File: src/hw/rtl/drre_pkg.sv
package drre_pkg;

    localparam int MAX_RECTS  = 16;
    localparam int RESULT_CAP = 16;
    localparam int IDX_W      = (MAX_RECTS > 1) ? $clog2(MAX_RECTS) : 1;
    localparam int CNT_W      = $clog2(MAX_RECTS + 1);
    localparam int RES_W      = $clog2(RESULT_CAP + 1);

    localparam logic signed [15:0] S16_HI = 16'sh7FFF;
    localparam logic signed [15:0] S16_LO = 16'sh8000;

    typedef enum logic [2:0] {
        CMD_ADD    = 3'd0,
        CMD_CLEAR  = 3'd1,
        CMD_OFFSET = 3'd2,
        CMD_BBOX   = 3'd3,
        CMD_ISECT  = 3'd4
    } t_cmd;

    typedef struct packed {
        logic signed [15:0] x;
        logic signed [15:0] y;
        logic signed [15:0] w;
        logic signed [15:0] h;
    } t_rect;

    // running bounding box edges
    typedef struct packed {
        logic signed [15:0] l;
        logic signed [15:0] t;
        logic signed [15:0] rt;
        logic signed [15:0] bt;
    } t_bbox;

endpackage

File: src/hw/rtl/drre_rect_ram.sv
module drre_rect_ram
    import drre_pkg::*;
(
    input  logic             i_clk,
    input  logic             i_wr_en,
    input  logic [IDX_W-1:0] i_wr_addr,
    input  t_rect            i_wr_data,
    input  logic             i_rd_en,
    input  logic [IDX_W-1:0] i_rd_addr,
    output t_rect            o_rd_data
);

    t_rect r_mem [MAX_RECTS];
    t_rect r_rd_data;

    always_ff @(posedge i_clk) begin
        if (i_wr_en) begin
            r_mem[i_wr_addr] <= i_wr_data;
        end
    end

    // hold read data until the next read
    always_ff @(posedge i_clk) begin
        if (i_rd_en) begin
            r_rd_data <= r_mem[i_rd_addr];
        end
    end

    assign o_rd_data = r_rd_data;

endmodule

File: src/hw/rtl/drre_alu.sv
module drre_alu
    import drre_pkg::*;
(
    input  t_rect              i_entry,
    input  t_rect              i_op,
    input  logic signed [15:0] i_shift_x,
    input  logic signed [15:0] i_shift_y,
    input  t_bbox              i_box,
    output t_rect              o_moved,
    output t_bbox              o_box,
    output t_rect              o_isect,
    output logic               o_isect_pos
);

    logic signed [16:0] b_right;
    logic signed [16:0] b_bottom;
    logic signed [16:0] a_right;
    logic signed [16:0] a_bottom;
    logic signed [16:0] min_right;
    logic signed [16:0] min_bottom;
    logic signed [15:0] left;
    logic signed [15:0] top;
    logic signed [15:0] iw;
    logic signed [15:0] ih;

    // exact 17-bit edges
    assign b_right  = 17'(i_entry.x) + 17'(i_entry.w);
    assign b_bottom = 17'(i_entry.y) + 17'(i_entry.h);
    assign a_right  = 17'(i_op.x) + 17'(i_op.w);
    assign a_bottom = 17'(i_op.y) + 17'(i_op.h);

    // offset: wrap at 16 bits
    always_comb begin
        o_moved   = i_entry;
        o_moved.x = i_entry.x + i_shift_x;
        o_moved.y = i_entry.y + i_shift_y;
    end

    // bounding box: compare the exact edge against the truncated running edge
    always_comb begin
        o_box = i_box;
        if (i_entry.x < i_box.l) begin
            o_box.l = i_entry.x;
        end
        if (i_entry.y < i_box.t) begin
            o_box.t = i_entry.y;
        end
        if (b_right > 17'(i_box.rt)) begin
            o_box.rt = b_right[15:0];
        end
        if (b_bottom > 17'(i_box.bt)) begin
            o_box.bt = b_bottom[15:0];
        end
    end

    // intersection
    assign min_right  = (a_right < b_right) ? a_right : b_right;
    assign min_bottom = (a_bottom < b_bottom) ? a_bottom : b_bottom;
    assign left       = (i_op.x < i_entry.x) ? i_entry.x : i_op.x;
    assign top        = (i_op.y < i_entry.y) ? i_entry.y : i_op.y;
    assign iw         = min_right[15:0] - left;
    assign ih         = min_bottom[15:0] - top;

    assign o_isect     = '{x: left, y: top, w: iw, h: ih};
    assign o_isect_pos = (iw > 16'sd0) && (ih > 16'sd0);

endmodule

File: src/hw/rtl/dirty_rect_region_engine.sv
// Dirty-rectangle list engine. Holds up to MAX_RECTS rectangles in a small
// RAM with a registered read port and runs one command per input item, taken
// only while the engine is idle (o_s_axis_tready high). Add, clear and
// unknown commands pass from accept through ST_FINISH to the output register.
// Offset, bounding box and intersect walk the list through the single RAM
// read port and a shared per-entry arithmetic unit, one stored rectangle per
// cycle, then pass through ST_FINISH (an empty list skips the walk); an
// intersect additionally waits whenever a finished overlap cannot be handed
// to the output register, and every command holds in ST_FINISH while the
// output register still carries an untaken item.
// Intersect delivers every positive-area overlap in list order, the final one
// with tlast, or one empty result; at most RESULT_CAP results per command.
// Every other command yields exactly one result with tlast. The output
// register lets the engine go back to idle while the last result waits.
module dirty_rect_region_engine
    import drre_pkg::*;
(
    input  logic        i_clk,
    input  logic        i_rst_n,
    // slave side
    input  logic        i_s_axis_tvalid,
    output logic        o_s_axis_tready,
    // [15:0] rect_x, [31:16] rect_y, [47:32] rect_w, [63:48] rect_h,
    // [79:64] shift_x, [95:80] shift_y
    input  logic [95:0] i_s_axis_tdata,
    // [2:0] cmd
    input  logic [2:0]  i_s_axis_tuser,
    // master side
    output logic        o_m_axis_tvalid,
    input  logic        i_m_axis_tready,
    // [15:0] out_x, [31:16] out_y, [47:32] out_w, [63:48] out_h,
    // [68:64] stored_count, [71:69] zero
    output logic [71:0] o_m_axis_tdata,
    output logic        o_m_axis_tlast,
    // [0] has_rect, [1] dropped
    output logic [1:0]  o_m_axis_tuser
);

    typedef enum logic [2:0] {
        ST_IDLE   = 3'b001,
        ST_WALK   = 3'b010,
        ST_FINISH = 3'b100
    } t_state;

    t_state r_state, n_state;

    // command and operands
    logic [2:0]         r_cmd, n_cmd;
    t_rect              r_op, n_op;
    logic signed [15:0] r_sx, n_sx;
    logic signed [15:0] r_sy, n_sy;
    logic               r_drop, n_drop;

    // list and walk state
    logic [CNT_W-1:0]   r_count, n_count;
    logic [CNT_W-1:0]   r_idx, n_idx;
    logic [RES_W-1:0]   r_nres, n_nres;
    t_bbox              r_box, n_box;
    t_rect              r_pend, n_pend;
    logic               r_pend_valid, n_pend_valid;

    // output register
    logic               r_out_valid, n_out_valid;
    t_rect              r_out, n_out;
    logic               r_out_has, n_out_has;
    logic               r_out_last, n_out_last;
    logic               r_out_drop, n_out_drop;
    logic [4:0]         r_out_cnt, n_out_cnt;

    // RAM port
    logic               ram_wr_en;
    logic [IDX_W-1:0]   ram_wr_addr;
    t_rect              ram_wr_data;
    logic               ram_rd_en;
    logic [IDX_W-1:0]   ram_rd_addr;
    t_rect              ram_rd_data;

    // shared unit
    t_rect              alu_moved;
    t_bbox              alu_box;
    t_rect              alu_isect;
    logic               alu_pos;

    t_rect              in_rect;
    logic [2:0]         in_cmd;
    logic               out_free;
    logic               walk_cmd;
    logic               stall;
    logic               last_step;
    logic [CNT_W-1:0]   idx_next;
    logic [CNT_W+4:0]   cnt_ext;

    assign in_cmd  = i_s_axis_tuser;
    assign in_rect = '{x: i_s_axis_tdata[15:0],  y: i_s_axis_tdata[31:16],
                       w: i_s_axis_tdata[47:32], h: i_s_axis_tdata[63:48]};

    assign out_free = !r_out_valid || i_m_axis_tready;
    assign idx_next = r_idx + 1'b1;
    assign cnt_ext  = {5'b0, r_count};

    drre_rect_ram u_ram (
        .i_clk     (i_clk),
        .i_wr_en   (ram_wr_en),
        .i_wr_addr (ram_wr_addr),
        .i_wr_data (ram_wr_data),
        .i_rd_en   (ram_rd_en),
        .i_rd_addr (ram_rd_addr),
        .o_rd_data (ram_rd_data)
    );

    drre_alu u_alu (
        .i_entry     (ram_rd_data),
        .i_op        (r_op),
        .i_shift_x   (r_sx),
        .i_shift_y   (r_sy),
        .i_box       (r_box),
        .o_moved     (alu_moved),
        .o_box       (alu_box),
        .o_isect     (alu_isect),
        .o_isect_pos (alu_pos)
    );

    always_comb begin
        n_state      = r_state;
        n_cmd        = r_cmd;
        n_op         = r_op;
        n_sx         = r_sx;
        n_sy         = r_sy;
        n_drop       = r_drop;
        n_count      = r_count;
        n_idx        = r_idx;
        n_nres       = r_nres;
        n_box        = r_box;
        n_pend       = r_pend;
        n_pend_valid = r_pend_valid;
        n_out_valid  = r_out_valid;
        n_out        = r_out;
        n_out_has    = r_out_has;
        n_out_last   = r_out_last;
        n_out_drop   = r_out_drop;
        n_out_cnt    = r_out_cnt;

        ram_wr_en   = 1'b0;
        ram_wr_addr = r_count[IDX_W-1:0];
        ram_wr_data = in_rect;
        ram_rd_en   = 1'b0;
        ram_rd_addr = r_idx[IDX_W-1:0];

        walk_cmd  = 1'b0;
        stall     = 1'b0;
        last_step = 1'b0;

        // drop the output item once taken
        if (r_out_valid && i_m_axis_tready) begin
            n_out_valid = 1'b0;
        end

        unique case (r_state)
            ST_IDLE: begin
                if (i_s_axis_tvalid) begin
                    n_cmd        = in_cmd;
                    n_op         = in_rect;
                    n_sx         = i_s_axis_tdata[79:64];
                    n_sy         = i_s_axis_tdata[95:80];
                    n_drop       = 1'b0;
                    n_idx        = '0;
                    n_nres       = '0;
                    n_pend_valid = 1'b0;
                    n_box        = '{l: S16_HI, t: S16_HI,
                                     rt: S16_LO, bt: S16_LO};
                    walk_cmd     = (in_cmd == CMD_OFFSET) || (in_cmd == CMD_BBOX) ||
                                   (in_cmd == CMD_ISECT);
                    if (in_cmd == CMD_ADD) begin
                        if (r_count < CNT_W'(MAX_RECTS)) begin
                            ram_wr_en = 1'b1;
                            n_count   = r_count + 1'b1;
                        end else begin
                            n_drop = 1'b1;
                        end
                    end
                    if (in_cmd == CMD_CLEAR) begin
                        n_count = '0;
                    end
                    if (walk_cmd && (r_count != '0)) begin
                        // fetch the first entry
                        ram_rd_en   = 1'b1;
                        ram_rd_addr = '0;
                        n_state     = ST_WALK;
                    end else begin
                        n_state = ST_FINISH;
                    end
                end
            end

            ST_WALK: begin
                // hold when a finished overlap has nowhere to go
                stall = (r_cmd == CMD_ISECT) && alu_pos && r_pend_valid && !out_free;
                if (!stall) begin
                    if (r_cmd == CMD_OFFSET) begin
                        ram_wr_en   = 1'b1;
                        ram_wr_addr = r_idx[IDX_W-1:0];
                        ram_wr_data = alu_moved;
                    end
                    if (r_cmd == CMD_BBOX) begin
                        n_box = alu_box;
                    end
                    if ((r_cmd == CMD_ISECT) && alu_pos) begin
                        // push the previous overlap out, keep the new one back
                        // until we know whether it is the final one
                        if (r_pend_valid) begin
                            n_out_valid = 1'b1;
                            n_out       = r_pend;
                            n_out_has   = 1'b1;
                            n_out_last  = 1'b0;
                            n_out_drop  = 1'b0;
                            n_out_cnt   = cnt_ext[4:0];
                        end
                        n_pend       = alu_isect;
                        n_pend_valid = 1'b1;
                        n_nres       = r_nres + 1'b1;
                    end
                    last_step = (idx_next == r_count) ||
                                ((r_cmd == CMD_ISECT) && alu_pos &&
                                 (r_nres == RES_W'(RESULT_CAP - 1)));
                    if (last_step) begin
                        n_state = ST_FINISH;
                    end else begin
                        ram_rd_en   = 1'b1;
                        ram_rd_addr = idx_next[IDX_W-1:0];
                        n_idx       = idx_next;
                    end
                end
            end

            ST_FINISH: begin
                if (out_free) begin
                    n_out_valid  = 1'b1;
                    n_out_last   = 1'b1;
                    n_out_drop   = r_drop;
                    n_out_cnt    = cnt_ext[4:0];
                    n_out_has    = 1'b0;
                    n_out        = '0;
                    if ((r_cmd == CMD_BBOX) && (r_count != '0)) begin
                        n_out_has = 1'b1;
                        n_out     = '{x: r_box.l, y: r_box.t,
                                      w: r_box.rt - r_box.l, h: r_box.bt - r_box.t};
                    end
                    if ((r_cmd == CMD_ISECT) && r_pend_valid) begin
                        n_out_has = 1'b1;
                        n_out     = r_pend;
                    end
                    n_pend_valid = 1'b0;
                    n_state      = ST_IDLE;
                end
            end

            default: begin
                n_state = ST_IDLE;
            end
        endcase
    end

    always_ff @(posedge i_clk) begin
        if (!i_rst_n) begin
            r_state      <= ST_IDLE;
            r_count      <= '0;
            r_idx        <= '0;
            r_nres       <= '0;
            r_pend_valid <= 1'b0;
            r_out_valid  <= 1'b0;
            r_cmd        <= '0;
            r_drop       <= 1'b0;
        end else begin
            r_state      <= n_state;
            r_count      <= n_count;
            r_idx        <= n_idx;
            r_nres       <= n_nres;
            r_pend_valid <= n_pend_valid;
            r_out_valid  <= n_out_valid;
            r_cmd        <= n_cmd;
            r_drop       <= n_drop;
        end
    end

    always_ff @(posedge i_clk) begin
        r_op       <= n_op;
        r_sx       <= n_sx;
        r_sy       <= n_sy;
        r_box      <= n_box;
        r_pend     <= n_pend;
        r_out      <= n_out;
        r_out_has  <= n_out_has;
        r_out_last <= n_out_last;
        r_out_drop <= n_out_drop;
        r_out_cnt  <= n_out_cnt;
    end

    assign o_s_axis_tready = (r_state == ST_IDLE);
    assign o_m_axis_tvalid = r_out_valid;
    assign o_m_axis_tdata  = {3'b000, r_out_cnt, r_out.h, r_out.w, r_out.y, r_out.x};
    assign o_m_axis_tlast  = r_out_last;
    assign o_m_axis_tuser  = {r_out_drop, r_out_has};

    // list never grows past its capacity
    a_count_cap: assert property (@(posedge i_clk) disable iff (!i_rst_n)
        r_count <= CNT_W'(MAX_RECTS))
        else $error("rect count exceeds capacity");

    // a held-back overlap only exists during an intersect
    a_pend_isect: assert property (@(posedge i_clk) disable iff (!i_rst_n)
        r_pend_valid |-> (r_cmd == CMD_ISECT))
        else $error("pending overlap outside intersect");

    // the list walk never starts on an empty list
    a_walk_nonempty: assert property (@(posedge i_clk) disable iff (!i_rst_n)
        (r_state == ST_WALK) |-> (r_count != '0) && (r_idx < r_count))
        else $error("walk index out of range");

    // ready is low in the cycle after an accepted item
    a_busy_after_accept: assert property (@(posedge i_clk) disable iff (!i_rst_n)
        (i_s_axis_tvalid && o_s_axis_tready) |=> !o_s_axis_tready)
        else $error("ready stayed high after accept");

endmodule
File: config.mk
export PLATFORM = sky130hd
export DESIGN_NAME = dirty_rect_region_engine
export DESIGN_NICKNAME = d
export VERILOG_FILES = /design/src/hw/rtl/drre_pkg.sv /design/src/hw/rtl/drre_rect_ram.sv /design/src/hw/rtl/drre_alu.sv /design/src/hw/rtl/dirty_rect_region_engine.sv
export SDC_FILE = /design/constraint.sdc
export NUM_CORES = 2
export LEC_CHECK = 0
export ABC_CLOCK_PERIOD_IN_PS = 17000
export BUFFER_PORTS_ARGS = -buffer_cell sky130_fd_sc_hd__buf_2
export CAP_MARGIN = 20
export CORE_ASPECT_RATIO = 0.6
export CORE_MARGIN = 3
export CORE_UTILIZATION = 50
export DETAILED_ROUTE_END_ITERATION = 8
export GPL_TIMING_DRIVEN = 0
export PLACE_DENSITY = 0.64
export SYNTH_ARGS = -nofsm -noshare
export SYNTH_HDL_FRONTEND = slang
export SYNTH_SLANG_ARGS = --single-unit
File: constraint.sdc
create_clock -name i_clk -period 17 [get_ports i_clk]
set_input_delay 0.85 -clock i_clk [delete_from_list [all_inputs] [get_ports i_clk]]
set_output_delay 0.85 -clock i_clk [all_outputs]
set_load 0.02 [all_outputs]
==> metrics.txt <==
status=completed; routability cong.=0.9613; crit share post-route=71.25%; Vias/cell=6.127; CP max FO=10; CP peak stage delay=1000 ps; post-synthesis register bit count=1408; IO Count=180; Reg2Reg Launch Point=u_ram.o_rd_data[32]$_DFFE_PP_; CP dominant cell by count=o21ai_0; initial antenna violation count=8; worst slack, placed=5323 ps; Setup crit end kind=flip-flop; min-delay src=i_s_axis_tdata[90]; FF-to-FF path depth=34; port buffer count=176; CTS tree=built; aggregate global routing overflow=0; Hold Path End=r_sy[10]$_DFFE_PP_; clock root buffer=clkbuf_16; Die Footprint=131100 µm²; WL final=191300 µm; CP startpoint kind=flip-flop; largest net degree at the start of global routing=70; layout cells sized above 1=12.17%; postcts setup bufs=0; GRT Util Overall=28.87%; endpoints failing hold=0; CTS max path bufs=3; Core Area=124900 µm²; Critical Path AT=12560 ps; Area Growth Syn to Fin=14.16%; Synth async-reset ratio=0%; RSZ-0062 raised after global routing=no; Final Worst Setup Slack=4888 ps; Setup-failing EPs final=0; synthesized instance count=4386; hold_buf cts=0; setup TNS=0 ps; Rel. slew slack=19.50%; worst-case vdd ir drop=0.1113 mV; WL/cell=29.08 µm; Hold Path Depth=1; RR Endpoint=u_ram.o_rd_data[45]$_DFFE_PP_; kind of critical path=reg -> reg; # rows=100; Initial Util=50.71%; Main synth FF type=edfxtp_1; clock sinks=1408; Critical Path Slowest Stage Cell=nand3_1; synth warn=0; DRC viols=0; HPWL after detailed placement=139900 µm; Unique masters post-synth=86; Pins Over Slew Limit=0; Yosys top cell area share=65.64%; max cap viols=0; register area share after synthesis=66.40%; CTS Buf Count=131; leakage power=25.33 nW; Final Skew=35.19 ps; Post-synth EDFFs=1384; vias in the first global route=37018; via count=40315; post-route antenna net violation count=0; power per standard cell area=144.3 nW/µm²; Slew @ Worst Pin=1199 ps; First-pass DRT Iterations=7; top cells by area, synth=edfxtp_1 66%, mux2i_1 8.5%, ha_1 5.4%; min Tclk post-route=12110 ps; cell area after layout=72290 µm²; reg-to-reg slack, setup=4890 ps; CTS resizes=0; Avg Cell Area, Syn=14.44 µm²; Max Clock Freq=82.56 MHz; leading area contributor after synthesis=edfxtp_1; DRT iter0 DRCs=5539; Hold Path Class=in -> reg; final core occ=57.89%; Cell Area, Synth=63320 µm²; first-pass GRT wire length=268800 µm; chip height=281.7 µm; DIE WIDTH=465.4 µm; H-Tree Depth=4; Post-Place Cell Area=68170 µm²; worst hold slack=257.9 ps; nets=5179; required time of the critical path=17450 ps; Clock Latency Late Sink=780 ps; clock slew at reported path FFs=70 ps
==> sequential cells by signal, indices dropped and copies added (netlist names), 5 cells and up <==
| register | cells |
|---|---|
| r_idx | 5 |
| o_m_axis_tdata | 64 |
| r_box | 64 |
| u_ram.o_rd_data | 64 |
| r_count | 5 |
| r_nres | 5 |
| r_out_cnt | 5 |
| r_sy | 16 |
| r_sx | 16 |
| r_pend | 64 |
| u_ram.r_mem | 1024 |
| r_op | 64 |
==> metal layers <==
| layer | routed length, µm | part of all wire (%) | global-route usage (%) | vias up |
|---|---|---|---|---|
| li1 | - | - | - | 17698 |
| met1 | 86900 | 45 | 45.70 | 20054 |
| met2 | 75030 | 39 | 38.46 | 2276 |
| met3 | 22260 | 12 | 6.673 | 287 |
| met4 | 7136 | 3.7 | 10.38 | 0 |
| met5 | 0 | 0 | 0 | - |
==> worst max-delay path, delay by kind of cell, from the launching register on <==
kind,cells,cell delay (ps)
buffers and inverters,3,990
flip-flops,1,680
multiplexers,1,440
XOR/XNOR,2,620
AND/OR/NAND/NOR,5,2540
AO/OA/AOI/OAI,19,5070
adder cells (fa/ha/maj),4,1430
==> report_power, final <==
group | total [mW] | switching [mW] | internal, mW
Sequential | 4.28 | 0.149 | 4.13
Clock | 2.88 | 1.31 | 1.57
Combinational | 3.27 | 2.07 | 1.20
Total | 10.4 | 3.53 | 6.90
==> synthesized netlist by cell type (all sizes together), types with 7 or more instances <==
master	number
clkbuf	92
a31oi	17
nand3	37
ha	273
mux2	14
a21o	58
o31ai	54
or3	10
and2	14
nor4	11
nand4	13
o21ai	134
o41ai	9
or4	67
a211oi	12
dfxtp	24
a22o	16
xnor2	90
nand2	333
or2	7
xor2	47
nor2b	20
edfxtp	1384
o31a	8
a21oi	115
mux2i	535
nor2	148
and3	8
nand2b	40
nor3	29
buf	75
o22ai	260
a21boi	21
o211ai	15
inv	241
o21bai	22
o21a	49
fa	10
==> cell usage in the layout, fill, tap and decap left out, types with 38 or more instances in the layout <==
cell type  netlist  routed
or4_1           67      67
o21a_1          49      49
o21ai_0        133     116
a21o_1          58      58
xor2_1          47      47
nand2_1        333     332
clkbuf_16        0     134
a21oi_1        114     113
buf_2           35     214
nand2b_1        40      40
inv_1          240     239
mux2i_1        535     535
o22ai_1        260     260
xnor2_1         87      87
edfxtp_1      1384    1384
buf_6           16      38
clkbuf_1        92     127
nor2_1         148     132
ha_1           273     273
o31ai_1         52      44
==> logic make-up after synthesis <==
logic type / count (synthesis) / share of synthesized area [%]
DFF: 1408 / 66.40
AOI/OAI and AO/OA: 843 / 8.793
and+or+nand+nor: 752 / 5.594
muxes: 549 / 8.706
buffers and inverters: 408 / 2.784
adders and majority gates: 288 / 5.790
xor gates and xnor gates: 137 / 1.931
other: 1 / 0.005922
==> layout make-up <==
cell class	count	area (µm²)
diodes	1	2.502
plain buffers	167	858.3
clock buffers	170	3498
clock inverters	66	598.1
fillers	9847	52580
inverters	241	907.1
multi-input cells	2572	19740
flip-flops and latches	1408	42040
well taps	1683	2106
repair buffers	272	2537
==> worst max path at each step <==
stage	endpoint	slack (ps)	from
6_report	u_ram.o_rd_data[45]$_DFFE_PP_	4890	u_ram.o_rd_data[32]$_DFFE_PP_
5_1_grt	u_ram.o_rd_data[45]$_DFFE_PP_	4600	u_ram.o_rd_data[32]$_DFFE_PP_
4_1_cts	u_ram.o_rd_data[45]$_DFFE_PP_	5290	u_ram.o_rd_data[32]$_DFFE_PP_
3_5_place_dp	u_ram.o_rd_data[45]$_DFFE_PP_	5320	u_ram.o_rd_data[32]$_DFFE_PP_
3_3_place_gp	o_m_axis_tdata[22]$_DFFE_PP_	1100	u_ram.o_rd_data[32]$_DFFE_PP_
2_1_floorplan	o_m_axis_tdata[0]$_DFFE_PP_	4790	u_ram.o_rd_data[48]$_DFFE_PP_
==> metrics by stage <==
step,total power [mW],std cells
4_1_cts,10.39,6576
5_1_grt,10.93,6579
2_1_floorplan,6.516,4388
3_3_place_gp,7.473,6247
6_report,10.43,6580
3_5_place_dp,7.537,6340
Note: power is estimated with default switching activity, not from simulation.
